[src/hw/rtl/wpsd_pkg.sv]
// ----------------------------------------------------------------------------
// wpsd_pkg
// Shared types, codes and helpers for the weld pulse sync distributor.
// ----------------------------------------------------------------------------
package wpsd_pkg;

    localparam int PHASE_FRACTION_BITS = 24;
    localparam int TIMER_BITS          = 16;
    localparam int PHASE_W             = PHASE_FRACTION_BITS + 1;
    localparam int DWELL_W             = 16;
    localparam int POS_W               = 8;
    localparam int ADDR_W              = 5;
    localparam int DATA_W              = 32;

    // register indexes (byte address = 4 * index)
    localparam logic [2:0] REG_ARC_MODE       = 3'd0;
    localparam logic [2:0] REG_VC_MODE        = 3'd1;
    localparam logic [2:0] REG_TRAVEL_MODE    = 3'd2;
    localparam logic [2:0] REG_WIREFEED_MODE  = 3'd3;
    localparam logic [2:0] REG_WIREPOS_MODE   = 3'd4;
    localparam logic [2:0] REG_GAIN_DELAY     = 3'd5;
    localparam logic [2:0] REG_USE_KPP        = 3'd6;
    localparam logic [2:0] REG_HEAD_GAIN_MUTE = 3'd7;

    localparam logic [1:0] ARC_STRAIGHT = 2'd0;
    localparam logic [1:0] ARC_PULSE    = 2'd1;
    localparam logic [1:0] ARC_OSC      = 2'd2;
    localparam logic [1:0] ARC_OSC_IO   = 2'd3;

    localparam logic [1:0] AVC_CONT      = 2'd0;
    localparam logic [1:0] AVC_BG_LOCKED = 2'd1;
    localparam logic [1:0] AVC_FG_LOCKED = 2'd2;
    localparam logic [1:0] AVC_LOCKED    = 2'd3;

    localparam logic [1:0] FOL_STRAIGHT = 2'd0;
    localparam logic [1:0] FOL_PULSE    = 2'd1;
    localparam logic [1:0] FOL_IO       = 2'd2;

    localparam logic [1:0] SYNC_BG  = 2'd0;
    localparam logic [1:0] SYNC_FG  = 2'd1;
    localparam logic [1:0] SYNC_IN  = 2'd2;
    localparam logic [1:0] SYNC_OUT = 2'd3;
    localparam logic [2:0] AVC_SYNC_AVG = 3'd4;

    localparam logic [2:0] CMD_NONE      = 3'd0;
    localparam logic [2:0] CMD_SET_GAIN  = 3'd1;
    localparam logic [2:0] CMD_SET_SAT   = 3'd2;
    localparam logic [2:0] CMD_ZERO_GAIN = 3'd3;
    localparam logic [2:0] CMD_ZERO_SAT  = 3'd4;

    localparam logic [POS_W-1:0] POS_IN = POS_W'(1);

    typedef enum logic [1:0] {
        OSC_NONE = 2'd0,
        OSC_IN   = 2'd1,
        OSC_OUT  = 2'd2
    } osc_phase_t;

    typedef struct packed {
        logic [1:0]  arc_mode;
        logic [1:0]  vc_mode;
        logic [1:0]  travel_mode;
        logic [1:0]  wirefeed_mode;
        logic [1:0]  wirepos_mode;
        logic [15:0] gain_delay_ticks;
        logic        use_kpp;
        logic        head_gain_mute;
    } cfg_t;

    localparam cfg_t CFG_RESET = '{
        arc_mode:         2'd0,
        vc_mode:          2'd0,
        travel_mode:      2'd0,
        wirefeed_mode:    2'd0,
        wirepos_mode:     2'd0,
        gain_delay_ticks: 16'd63,
        use_kpp:          1'b1,
        head_gain_mute:   1'b0
    };

    typedef struct packed {
        logic [PHASE_W-1:0] pulse_step;
        logic [PHASE_W-1:0] pulse_width;
        logic               osc_sync_enable;
        logic [POS_W-1:0]   osc_position;
        logic [DWELL_W-1:0] dwell_in_ticks;
        logic [DWELL_W-1:0] dwell_out_ticks;
        logic               motor_ready;
        logic               command_slot_free;
    } item_t;

    typedef struct packed {
        logic [1:0] arc_sync;
        logic [1:0] travel_sync;
        logic [1:0] wirefeed_sync;
        logic [1:0] wirepos_sync;
        logic [2:0] avc_sync;
        logic       gain_enable;
        logic       bang_gain_enable;
        logic [2:0] gain_command;
        logic       avc_lock_flag;
    } result_t;

    // saturate a 16-bit tick count to the timer width
    function automatic logic [TIMER_BITS-1:0] sat_timer(input logic [15:0] v);
        logic [15:0] hi;
        hi = v >> TIMER_BITS;
        if (hi != 16'd0)
            return {TIMER_BITS{1'b1}};
        return TIMER_BITS'(v);
    endfunction

endpackage

[src/hw/rtl/wpsd_apb_regs.sv]
// ----------------------------------------------------------------------------
// wpsd_apb_regs
// APB register file holding the mode and gain settings.
// ----------------------------------------------------------------------------
module wpsd_apb_regs (
    input  logic                          clk,
    input  logic                          rst_n,
    input  logic                          psel,
    input  logic                          penable,
    input  logic                          pwrite,
    input  logic [wpsd_pkg::ADDR_W-1:0]   paddr,
    input  logic [wpsd_pkg::DATA_W-1:0]   pwdata,
    output logic [wpsd_pkg::DATA_W-1:0]   prdata,
    output logic                          pready,
    output wpsd_pkg::cfg_t                cfg
);
    import wpsd_pkg::*;

    cfg_t       cfg_reg;
    cfg_t       cfg_next;
    logic       wr_en;
    logic [2:0] idx;

    assign pready = 1'b1;
    assign wr_en  = psel && penable && pwrite;
    assign idx    = paddr[4:2];
    assign cfg    = cfg_reg;

    always_comb
    begin
        cfg_next = cfg_reg;
        if (wr_en)
        begin
            unique case (idx)
                REG_ARC_MODE:       cfg_next.arc_mode         = pwdata[1:0];
                REG_VC_MODE:        cfg_next.vc_mode          = pwdata[1:0];
                REG_TRAVEL_MODE:    cfg_next.travel_mode      = pwdata[1:0];
                REG_WIREFEED_MODE:  cfg_next.wirefeed_mode    = pwdata[1:0];
                REG_WIREPOS_MODE:   cfg_next.wirepos_mode     = pwdata[1:0];
                REG_GAIN_DELAY:     cfg_next.gain_delay_ticks = pwdata[15:0];
                REG_USE_KPP:        cfg_next.use_kpp          = pwdata[0];
                REG_HEAD_GAIN_MUTE: cfg_next.head_gain_mute   = pwdata[0];
                default:            cfg_next                  = cfg_reg;
            endcase
        end
    end

    always_comb
    begin
        unique case (idx)
            REG_ARC_MODE:       prdata = DATA_W'(cfg_reg.arc_mode);
            REG_VC_MODE:        prdata = DATA_W'(cfg_reg.vc_mode);
            REG_TRAVEL_MODE:    prdata = DATA_W'(cfg_reg.travel_mode);
            REG_WIREFEED_MODE:  prdata = DATA_W'(cfg_reg.wirefeed_mode);
            REG_WIREPOS_MODE:   prdata = DATA_W'(cfg_reg.wirepos_mode);
            REG_GAIN_DELAY:     prdata = DATA_W'(cfg_reg.gain_delay_ticks);
            REG_USE_KPP:        prdata = DATA_W'(cfg_reg.use_kpp);
            REG_HEAD_GAIN_MUTE: prdata = DATA_W'(cfg_reg.head_gain_mute);
            default:            prdata = '0;
        endcase
    end

    always_ff @(posedge clk or negedge rst_n)
    begin
        if (!rst_n)
        begin
            cfg_reg <= CFG_RESET;
        end
        else
        begin
            cfg_reg <= cfg_next;
        end
    end

endmodule

[src/hw/rtl/wpsd_core.sv]
// ----------------------------------------------------------------------------
// wpsd_core
// Tick state (pulse phase, dwell tracker, gain delay, command flags) and the
// single-pass sync and gain logic for one tick.
// ----------------------------------------------------------------------------
module wpsd_core (
    input  logic              clk,
    input  logic              rst_n,
    input  wpsd_pkg::cfg_t    cfg,
    input  wpsd_pkg::item_t   item,
    input  logic              advance,
    output wpsd_pkg::result_t res
);
    import wpsd_pkg::*;

    localparam logic [PHASE_FRACTION_BITS+1:0] PHASE_ONE =
        {2'b01, {PHASE_FRACTION_BITS{1'b0}}};

    logic [PHASE_FRACTION_BITS-1:0] pulse_phase_reg, pulse_phase_next;
    osc_phase_t                     osc_phase_reg, osc_phase_next;
    logic [POS_W-1:0]               last_pos_reg, last_pos_next;
    logic [TIMER_BITS-1:0]          dwell_count_reg, dwell_count_next;
    logic                           dwell_expired_reg, dwell_expired_next;
    logic                           delay_request_reg, delay_request_next;
    logic [TIMER_BITS-1:0]          delay_count_reg, delay_count_next;
    logic                           delay_done_reg, delay_done_next;
    logic                           gain_sent_reg, gain_sent_next;
    logic                           zero_gain_sent_reg, zero_gain_sent_next;

    osc_phase_t                     ph1;
    logic [TIMER_BITS-1:0]          cnt1;
    logic                           exp1;
    logic [PHASE_FRACTION_BITS+1:0] phase_sum;
    logic [TIMER_BITS-1:0]          delay_limit;
    logic [1:0]                     arc;
    logic                           gain;

    function automatic logic [1:0] follower(input logic [1:0] mode,
                                            input osc_phase_t ph);
        logic [1:0] s;
        s = SYNC_BG;
        if (mode == FOL_PULSE && ph != OSC_NONE)
            s = SYNC_FG;
        else if (mode == FOL_IO && ph == OSC_IN)
            s = SYNC_IN;
        else if (mode == FOL_IO && ph == OSC_OUT)
            s = SYNC_OUT;
        return s;
    endfunction

    // dwell tracking
    always_comb
    begin
        ph1                = osc_phase_reg;
        cnt1               = dwell_count_reg;
        exp1               = dwell_expired_reg;
        osc_phase_next     = osc_phase_reg;
        dwell_count_next   = dwell_count_reg;
        dwell_expired_next = dwell_expired_reg;
        last_pos_next      = last_pos_reg;
        if (item.osc_sync_enable)
        begin
            if (item.osc_position != last_pos_reg)
            begin
                if (item.osc_position == POS_IN)
                begin
                    ph1  = OSC_IN;
                    cnt1 = sat_timer(item.dwell_in_ticks);
                end
                else
                begin
                    ph1  = OSC_OUT;
                    cnt1 = sat_timer(item.dwell_out_ticks);
                end
                exp1 = 1'b0;
            end
            osc_phase_next     = exp1 ? OSC_NONE : ph1;
            dwell_count_next   = cnt1;
            dwell_expired_next = exp1;
            if (osc_phase_next != OSC_NONE)
            begin
                if (cnt1 != '0)
                    dwell_count_next = cnt1 - TIMER_BITS'(1);
                if (dwell_count_next == '0)
                    dwell_expired_next = 1'b1;
            end
            last_pos_next = item.osc_position;
        end
    end

    // arc sync and pulse generator
    assign phase_sum = (PHASE_FRACTION_BITS+2)'(pulse_phase_reg)
                     + (PHASE_FRACTION_BITS+2)'(item.pulse_step);

    always_comb
    begin
        pulse_phase_next = pulse_phase_reg;
        arc              = SYNC_BG;
        unique case (cfg.arc_mode)
            ARC_PULSE:
            begin
                if (item.pulse_step != '0)
                begin
                    if (phase_sum >= PHASE_ONE)
                        pulse_phase_next = '0;
                    else
                        pulse_phase_next = phase_sum[PHASE_FRACTION_BITS-1:0];
                    arc = ({1'b0, pulse_phase_next} >= item.pulse_width) ? SYNC_BG
                                                                         : SYNC_FG;
                end
            end
            ARC_OSC:      arc = (osc_phase_next != OSC_NONE) ? SYNC_FG : SYNC_BG;
            ARC_OSC_IO:   arc = follower(FOL_IO, osc_phase_next);
            ARC_STRAIGHT: arc = SYNC_BG;
            default:      arc = SYNC_BG;
        endcase
    end

    // voltage control sync, gain enables, commands and on-delay
    assign delay_limit = sat_timer(cfg.gain_delay_ticks);

    always_comb
    begin
        res                 = '0;
        res.arc_sync        = arc;
        res.travel_sync     = follower(cfg.travel_mode, osc_phase_next);
        res.wirefeed_sync   = follower(cfg.wirefeed_mode, osc_phase_next);
        res.wirepos_sync    = follower(cfg.wirepos_mode, osc_phase_next);
        gain                = 1'b1;
        res.bang_gain_enable = 1'b1;
        delay_request_next  = delay_request_reg;

        unique case (cfg.vc_mode)
            AVC_BG_LOCKED:
            begin
                if (cfg.arc_mode != ARC_STRAIGHT)
                begin
                    if (arc == SYNC_BG)
                    begin
                        gain                 = 1'b0;
                        res.bang_gain_enable = 1'b0;
                        delay_request_next   = 1'b0;
                    end
                    else
                    begin
                        gain               = delay_done_reg;
                        delay_request_next = 1'b1;
                    end
                end
                res.avc_sync = (cfg.arc_mode == ARC_OSC_IO && arc == SYNC_BG)
                             ? AVC_SYNC_AVG : {1'b0, arc};
            end
            AVC_FG_LOCKED:
            begin
                gain                 = (arc == SYNC_BG);
                res.bang_gain_enable = gain;
                res.avc_sync         = 3'd0;
            end
            AVC_LOCKED:
            begin
                res.avc_lock_flag    = 1'b1;
                gain                 = 1'b0;
                res.bang_gain_enable = 1'b0;
                res.avc_sync         = 3'd0;
            end
            default:
            begin
                res.avc_sync = (cfg.arc_mode == ARC_STRAIGHT) ? {1'b0, SYNC_FG}
                                                              : {1'b0, arc};
            end
        endcase
        res.gain_enable = gain;

        res.gain_command    = CMD_NONE;
        gain_sent_next      = gain_sent_reg;
        zero_gain_sent_next = zero_gain_sent_reg;
        priority if (cfg.head_gain_mute)
        begin
            gain_sent_next      = 1'b1;
            zero_gain_sent_next = 1'b1;
        end
        else if (!item.motor_ready)
        begin
            gain_sent_next      = 1'b0;
            zero_gain_sent_next = 1'b0;
        end
        else if (item.command_slot_free)
        begin
            if (!gain && !zero_gain_sent_reg)
            begin
                res.gain_command    = cfg.use_kpp ? CMD_ZERO_GAIN : CMD_ZERO_SAT;
                zero_gain_sent_next = 1'b1;
                gain_sent_next      = 1'b0;
            end
            else if (gain && !gain_sent_reg)
            begin
                res.gain_command    = cfg.use_kpp ? CMD_SET_GAIN : CMD_SET_SAT;
                gain_sent_next      = 1'b1;
                zero_gain_sent_next = 1'b0;
            end
        end

        if (!delay_request_next)
        begin
            delay_count_next = '0;
            delay_done_next  = 1'b0;
        end
        else
        begin
            delay_count_next = delay_count_reg;
            if (delay_count_reg < delay_limit)
                delay_count_next = delay_count_reg + TIMER_BITS'(1);
            delay_done_next = (delay_count_next >= delay_limit);
        end
    end

    always_ff @(posedge clk or negedge rst_n)
    begin
        if (!rst_n)
        begin
            pulse_phase_reg    <= '0;
            osc_phase_reg      <= OSC_NONE;
            last_pos_reg       <= '0;
            dwell_count_reg    <= '0;
            dwell_expired_reg  <= 1'b0;
            delay_request_reg  <= 1'b0;
            delay_count_reg    <= '0;
            delay_done_reg     <= 1'b0;
            gain_sent_reg      <= 1'b0;
            zero_gain_sent_reg <= 1'b0;
        end
        else if (advance)
        begin
            pulse_phase_reg    <= pulse_phase_next;
            osc_phase_reg      <= osc_phase_next;
            last_pos_reg       <= last_pos_next;
            dwell_count_reg    <= dwell_count_next;
            dwell_expired_reg  <= dwell_expired_next;
            delay_request_reg  <= delay_request_next;
            delay_count_reg    <= delay_count_next;
            delay_done_reg     <= delay_done_next;
            gain_sent_reg      <= gain_sent_next;
            zero_gain_sent_reg <= zero_gain_sent_next;
        end
    end

    a_dwell_done: assert property (@(posedge clk) disable iff (!rst_n)
        (osc_phase_reg != OSC_NONE && dwell_count_reg == '0) |-> dwell_expired_reg)
        else $error("active dwell with zero count not marked expired");

    a_delay_done_req: assert property (@(posedge clk) disable iff (!rst_n)
        delay_done_reg |-> delay_request_reg)
        else $error("gain delay done without request");

    a_delay_idle: assert property (@(posedge clk) disable iff (!rst_n)
        !delay_request_reg |-> (delay_count_reg == '0))
        else $error("gain delay count running without request");

endmodule

[src/hw/rtl/weld_pulse_sync_distributor_unit.sv]
// ----------------------------------------------------------------------------
// weld_pulse_sync_distributor_unit
// Per-tick sync and gain distributor for a pulsed welding head.
// ----------------------------------------------------------------------------
// Usage:
//   Input channel (in_valid / in_stall) carries one control tick per transfer:
//   pulse step and width, oscillator position and dwell times, motor status.
//   Output channel (out_valid / out_stall) returns one result per tick: sync
//   codes for arc, travel, wire feed, wire position and voltage control, gain
//   enables, a gain command and the lock flag.
//   Mode and gain settings sit in an APB register file at byte address
//   4 * index; write them only while no tick is in flight.
//   Path: a tick passes the input register, then the result register, where
//   out_valid rises; the tick state updates as the result is loaded.
//   Throughput: one tick per cycle, sustained while out_stall is low.
//   Stall: when out_stall holds a waiting result, an empty input register
//   still takes one more tick, then in_stall rises until the result is taken.
//   Reset: both stages empty, all tick state zero, registers at defaults
//   (gain delay 63 ticks, proportional gain commands).
// ----------------------------------------------------------------------------
module weld_pulse_sync_distributor_unit (
    input  logic                                 clk,
    input  logic                                 rst_n,
    input  logic                                 in_valid,
    output logic                                 in_stall,
    input  logic [wpsd_pkg::PHASE_W-1:0]         pulse_step,
    input  logic [wpsd_pkg::PHASE_W-1:0]         pulse_width,
    input  logic                                 osc_sync_enable,
    input  logic [wpsd_pkg::POS_W-1:0]           osc_position,
    input  logic [wpsd_pkg::DWELL_W-1:0]         dwell_in_ticks,
    input  logic [wpsd_pkg::DWELL_W-1:0]         dwell_out_ticks,
    input  logic                                 motor_ready,
    input  logic                                 command_slot_free,
    output logic                                 out_valid,
    input  logic                                 out_stall,
    output logic [1:0]                           arc_sync,
    output logic [1:0]                           travel_sync,
    output logic [1:0]                           wirefeed_sync,
    output logic [1:0]                           wirepos_sync,
    output logic [2:0]                           avc_sync,
    output logic                                 gain_enable,
    output logic                                 bang_gain_enable,
    output logic [2:0]                           gain_command,
    output logic                                 avc_lock_flag,
    input  logic                                 psel,
    input  logic                                 penable,
    input  logic                                 pwrite,
    input  logic [wpsd_pkg::ADDR_W-1:0]          paddr,
    input  logic [wpsd_pkg::DATA_W-1:0]          pwdata,
    output logic [wpsd_pkg::DATA_W-1:0]          prdata,
    output logic                                 pready
);
    import wpsd_pkg::*;

    cfg_t    cfg;
    item_t   item_reg, item_next;
    logic    in_valid_reg, in_valid_next;
    result_t res;
    result_t res_reg;
    logic    out_valid_reg, out_valid_next;
    logic    advance;
    logic    load_in;

    wpsd_apb_regs u_regs (
        .clk     (clk),
        .rst_n   (rst_n),
        .psel    (psel),
        .penable (penable),
        .pwrite  (pwrite),
        .paddr   (paddr),
        .pwdata  (pwdata),
        .prdata  (prdata),
        .pready  (pready),
        .cfg     (cfg)
    );

    wpsd_core u_core (
        .clk     (clk),
        .rst_n   (rst_n),
        .cfg     (cfg),
        .item    (item_reg),
        .advance (advance),
        .res     (res)
    );

    assign advance  = in_valid_reg && (!out_valid_reg || !out_stall);
    assign in_stall = in_valid_reg && !advance;
    assign load_in  = in_valid && !in_stall;

    always_comb
    begin
        item_next.pulse_step        = pulse_step;
        item_next.pulse_width       = pulse_width;
        item_next.osc_sync_enable   = osc_sync_enable;
        item_next.osc_position      = osc_position;
        item_next.dwell_in_ticks    = dwell_in_ticks;
        item_next.dwell_out_ticks   = dwell_out_ticks;
        item_next.motor_ready       = motor_ready;
        item_next.command_slot_free = command_slot_free;
        in_valid_next  = load_in || in_stall;
        out_valid_next = advance || (out_valid_reg && out_stall);
    end

    always_ff @(posedge clk or negedge rst_n)
    begin
        if (!rst_n)
        begin
            in_valid_reg  <= 1'b0;
            out_valid_reg <= 1'b0;
        end
        else
        begin
            in_valid_reg  <= in_valid_next;
            out_valid_reg <= out_valid_next;
        end
    end

    always_ff @(posedge clk)
    begin
        if (load_in)
            item_reg <= item_next;
        if (advance)
            res_reg <= res;
    end

    assign out_valid        = out_valid_reg;
    assign arc_sync         = res_reg.arc_sync;
    assign travel_sync      = res_reg.travel_sync;
    assign wirefeed_sync    = res_reg.wirefeed_sync;
    assign wirepos_sync     = res_reg.wirepos_sync;
    assign avc_sync         = res_reg.avc_sync;
    assign gain_enable      = res_reg.gain_enable;
    assign bang_gain_enable = res_reg.bang_gain_enable;
    assign gain_command     = res_reg.gain_command;
    assign avc_lock_flag    = res_reg.avc_lock_flag;

    a_stall_full: assert property (@(posedge clk) disable iff (!rst_n)
        in_stall |-> (in_valid_reg && out_valid_reg))
        else $error("input stalled with a free pipeline slot");

    a_advance_lands: assert property (@(posedge clk) disable iff (!rst_n)
        advance |=> out_valid_reg)
        else $error("advanced tick did not reach the result register");

    a_result_kept: assert property (@(posedge clk) disable iff (!rst_n)
        (out_valid_reg && out_stall) |=> (out_valid_reg && $stable(res_reg)))
        else $error("waiting result lost or overwritten");

endmodule
[config.mk]
export PLATFORM = sky130hd
export DESIGN_NAME = weld_pulse_sync_distributor_unit
export DESIGN_NICKNAME = d
export VERILOG_FILES = /design/src/hw/rtl/wpsd_pkg.sv /design/src/hw/rtl/wpsd_apb_regs.sv /design/src/hw/rtl/wpsd_core.sv /design/src/hw/rtl/weld_pulse_sync_distributor_unit.sv
export SDC_FILE = /design/constraint.sdc
export NUM_CORES = 1
export LEC_CHECK = 0
export BUFFER_PORTS_ARGS = -buffer_cell sky130_fd_sc_hd__buf_4
export CORE_ASPECT_RATIO = 0.6
export CORE_MARGIN = 2
export CORE_UTILIZATION = 40
export CTS_BUF_LIST = sky130_fd_sc_hd__clkbuf_8
export DETAILED_ROUTE_END_ITERATION = 16
export PLACE_DENSITY = 0.64
export SETUP_SLACK_MARGIN = 0.4
export SLEW_MARGIN = 10
export SYNTH_ARGS = -nofsm -noshare
export SYNTH_HDL_FRONTEND = slang
export SYNTH_HIERARCHICAL = 1
export SYNTH_SLANG_ARGS = --single-unit
[constraint.sdc]
create_clock -name clk -period 5 [get_ports clk]
set_input_delay 0.5 -clock clk [delete_from_list [all_inputs] [get_ports clk]]
set_output_delay 0.5 -clock clk [all_outputs]
set_load 0.02 [all_outputs]
==> impl_metrics.toml <==
[run_status]
outcome = "finished with violations"
violations = "setup timing"

[die]
pin_count = 189
core_area_um2 = 29980
initial_core_util_pct = 40.70
rows = 49
fp.dieH_um = 139.3
die_x_um = 229.5
dieArea_um2 = 31960

[power]
ir_drop_v = 0.0001676
p_sw_share_pct = 35.17
p_leak_nw = 6.964
combPwrFrac_pct = 40.6
p_total_mw = 6.615
switchingPower_mw = 2.327
p_int_mw = 4.289
pwr-share-clk_pct = 24.5
pwr-share-seq_pct = 35.0
power_density_nw_per_um2 = 428.0

[clock_tree]
cts_max_path_buffers = 3
cts_tree = "built"
clock-sinks = 211
numCtsBuffers = 37
h-tree-depth = 2
clk_pin_slew_worst_paths_ps = 70
cts_root_buffer = "clkbuf_8"
clock_latency_ps = 560

[global_route]
grt_pass1_wl_mm = 50.11
grt_max_degree = 49
grt_pass1_vias = 9336
grt_usage_pct = 19.59
antenna_found_initial = 0
grt_overflow = 0

[place]
numPortBuffers = 153
postPlaceCellArea_um2 = 14030
place.gp.congestion = 0.8406
dp.cells = 1728
hpwl_mm = 22.36

[yosys]
synthAdderAreaFrac_pct = 8.983
ys.flop_type = "edfxtp_1"
synthCells = 1160
synth_mux_area_share_pct = 5.640
synth_compound_gate_area_share_pct = 13.99
synth_simple_gate_area_share_pct = 14.84
yosysSeqAreaShare_pct = 47.86
netlist_top_cells_area = "edfxtp_1 (27%), dfrtp_1 (19%), ha_1 (8.8%)"
ys_types = 80
yosysMostFrequentCell = "nand2_1"
yosysWarnings = 6
synth_area_um2 = 12200
ys_seq_elements = 211
synth_xor_xnor_area_share_pct = 4.163
synth_top_family_by_area = "simple AND/OR/NAND/NOR gates"
async_flop_share_pct = 47.87
synth_area_leader_cell = "edfxtp_1"
synth_top_area_share_pct = 27.07
synth_edf_count = 110
yosys-top-cells-count = "nand2_1 (117), edfxtp_1 (110), nor2_1 (102), dfrtp_1 (94), ha_1 (86)"
synth_area_per_cell_um2 = 10.52

[worst_setup_path]
worstPathMaxFanout = 7
required_ps = 5410
r2r_cells = 29
start_kind = "flip-flop"
rrSetupSlack_ps = -420
critPathArrivalTime_ps = 5830
reg2reg_to = "u_core/delay_count_reg[5]"
crit_slowest_cell = "a311oi_4"
max_stage_delay_ps = 430
crit_end = "u_core/delay_count_reg[5]"
critical_path_class = "flip-flop to flip-flop"
crit_start = "u_core/pulse_phase_reg[0]"
worst_setup_path_end_kind = "flip-flop"
worstReg2RegStart = "u_core/pulse_phase_reg[0]"

[layout]
fillers = 2688
design_area_um2 = 15460
fin_nets = 1612
drive_gt1_share_pct = 28.30
syn2layout_area_growth_pct = 26.68
largest_reg_flops = 93
layout.cells.non_filler = 1826

[sta]
final.setup_skew_ps = 15.12
setup_viol = 26
worstMarginPinSlew_ps = 915.6
fmax_mhz = 184.5
finalHoldViolCount = 0
tns_ps = -8287
rsz0062_at_grt = "yes"
slew_viol_final = 0
timing.final.crit_period_ps = 5419
slew_headroom_pct = 38.74
post-route-period-util_pct = 108.4
setup_ws_ps = -419.0

[drt]
dr.pass1.iters = 5
drt_iter0_markers = 586
via_count = 9486
totalWireLength_mm = 31.50
ant_nets = 0
drc = 0
wire_per_inst_um = 17.25
vias_per_cell = 5.195

[job]
maxCapViolations = 0

[worst_hold_path]
hp-class = "input pin to flip-flop"
## worst min path at each step
stage,startpoint,to,cells after the start,slack [ps]
6_report,pulse_width[11],item_reg[54],1,110
3_5_place_dp,u_core/delay_request_reg,u_core/delay_request_reg,1,460
4_1_cts,pulse_width[9],item_reg[52],1,80
3_3_place_gp,u_core/delay_request_reg,u_core/delay_request_reg,1,460
2_1_floorplan,rst_n,in_valid_reg,0,200
5_1_grt,pulse_width[8],item_reg[51],1,80
## worst max-delay path: cells and delay by family (launching register included)
kind	cells	cell delay [ps]
AO/OA/AOI/OAI	13	2150
adder cells (fa/ha/maj)	3	810
AND/OR/NAND/NOR	6	1040
buffers and inverters	7	900
flip-flops	1	360
## cell type report
class	count	area, um2	share of cell area (%)
Antenna cell	1	2.502	0.01619
Clock buffer	42	578.1	3.740
Clock inverter	26	162.7	1.052
Inverter	61	231.5	1.497
Multi-Input combinational cell	850	6261	40.51
Sequential cell	211	5839	37.78
Tap cell	408	510.5	3.303
Timing Repair Buffer	227	1872	12.11
## per-stage QoR
stage | util (%) | worst slack (ps) | hold slack, ps
finish | 51.56 | -419.0 | 114.3
global route | 51.55 | -589.2 | 80.93
CTS | 50.92 | -103.7 | 75.79
detailed placement | 46.80 | -309.3 | 462.0
global placement | 46.80 | -206.9 | 458.9
floorplan | - | 209.4 | 204.4
## per-layer routing
layer / track usage [%] / up-vias / routed length [um]
met4: 4.443 / 0 / 371
met2: 27.35 / 233 / 12970
met1: 30.62 / 4570 / 16300
li1: - / 4655 / -
met5: 0 / - / 0
met3: 4.180 / 28 / 1862
## kinds of logic (layout without fill, tap and decap cells)
family	count (synthesis)	in the layout
compound gates	258	258
xor+xnor	58	58
fa+ha+maj	87	87
buf+inv	114	356
flops	211	211
mux	63	63
other cells	2	18
simple gates	367	367
## placed cells by master (no fill, tap or decap), drive strengths merged, types with 5 or more instances in the layout
cell type / n
buf: 224
nand2: 118
edfxtp: 110
nor2: 103
dfrtp: 94
ha: 86
inv: 74
o21ai: 61
a21oi: 55
clkbuf: 43
mux2: 40
xnor2: 37
a21o: 37
o31ai: 24
a31oi: 24
mux2i: 23
and2: 22
xor2: 21
nor3: 19
conb: 17
nand4: 17
nand3: 16
nor2b: 14
nor4: 13
nand2b: 9
clkinv: 9
and3: 8
dfstp: 7
o21a: 6
nand3b: 6
a22o: 6
o211ai: 5
a211oi: 5
## timing repair
| action | 4_1_cts | 5_1_grt |
|---|---|---|
| buffers inserted | 18 | 5 |
| hold endpoints to repair | 37 | 0 |
| gates resized for setup | 53 | 24 |
| pin swaps | 25 | 27 |
| hold buffers | 1 | 0 |
| cloned | 4 | 1 |
| setup endpoints to repair | 28 | 28 |
## power groups by stage
stage	clock network (mW)	logic (mW)	registers, mW
CTS	1.69	2.54	2.31
floorplan	0	1.49	2.31
detailed placement	0	2.16	2.34
finish	1.62	2.68	2.31
global route	1.77	2.96	2.35
global placement	0	2.11	2.33
No activity file was read; power rests on OpenSTA's default activity.
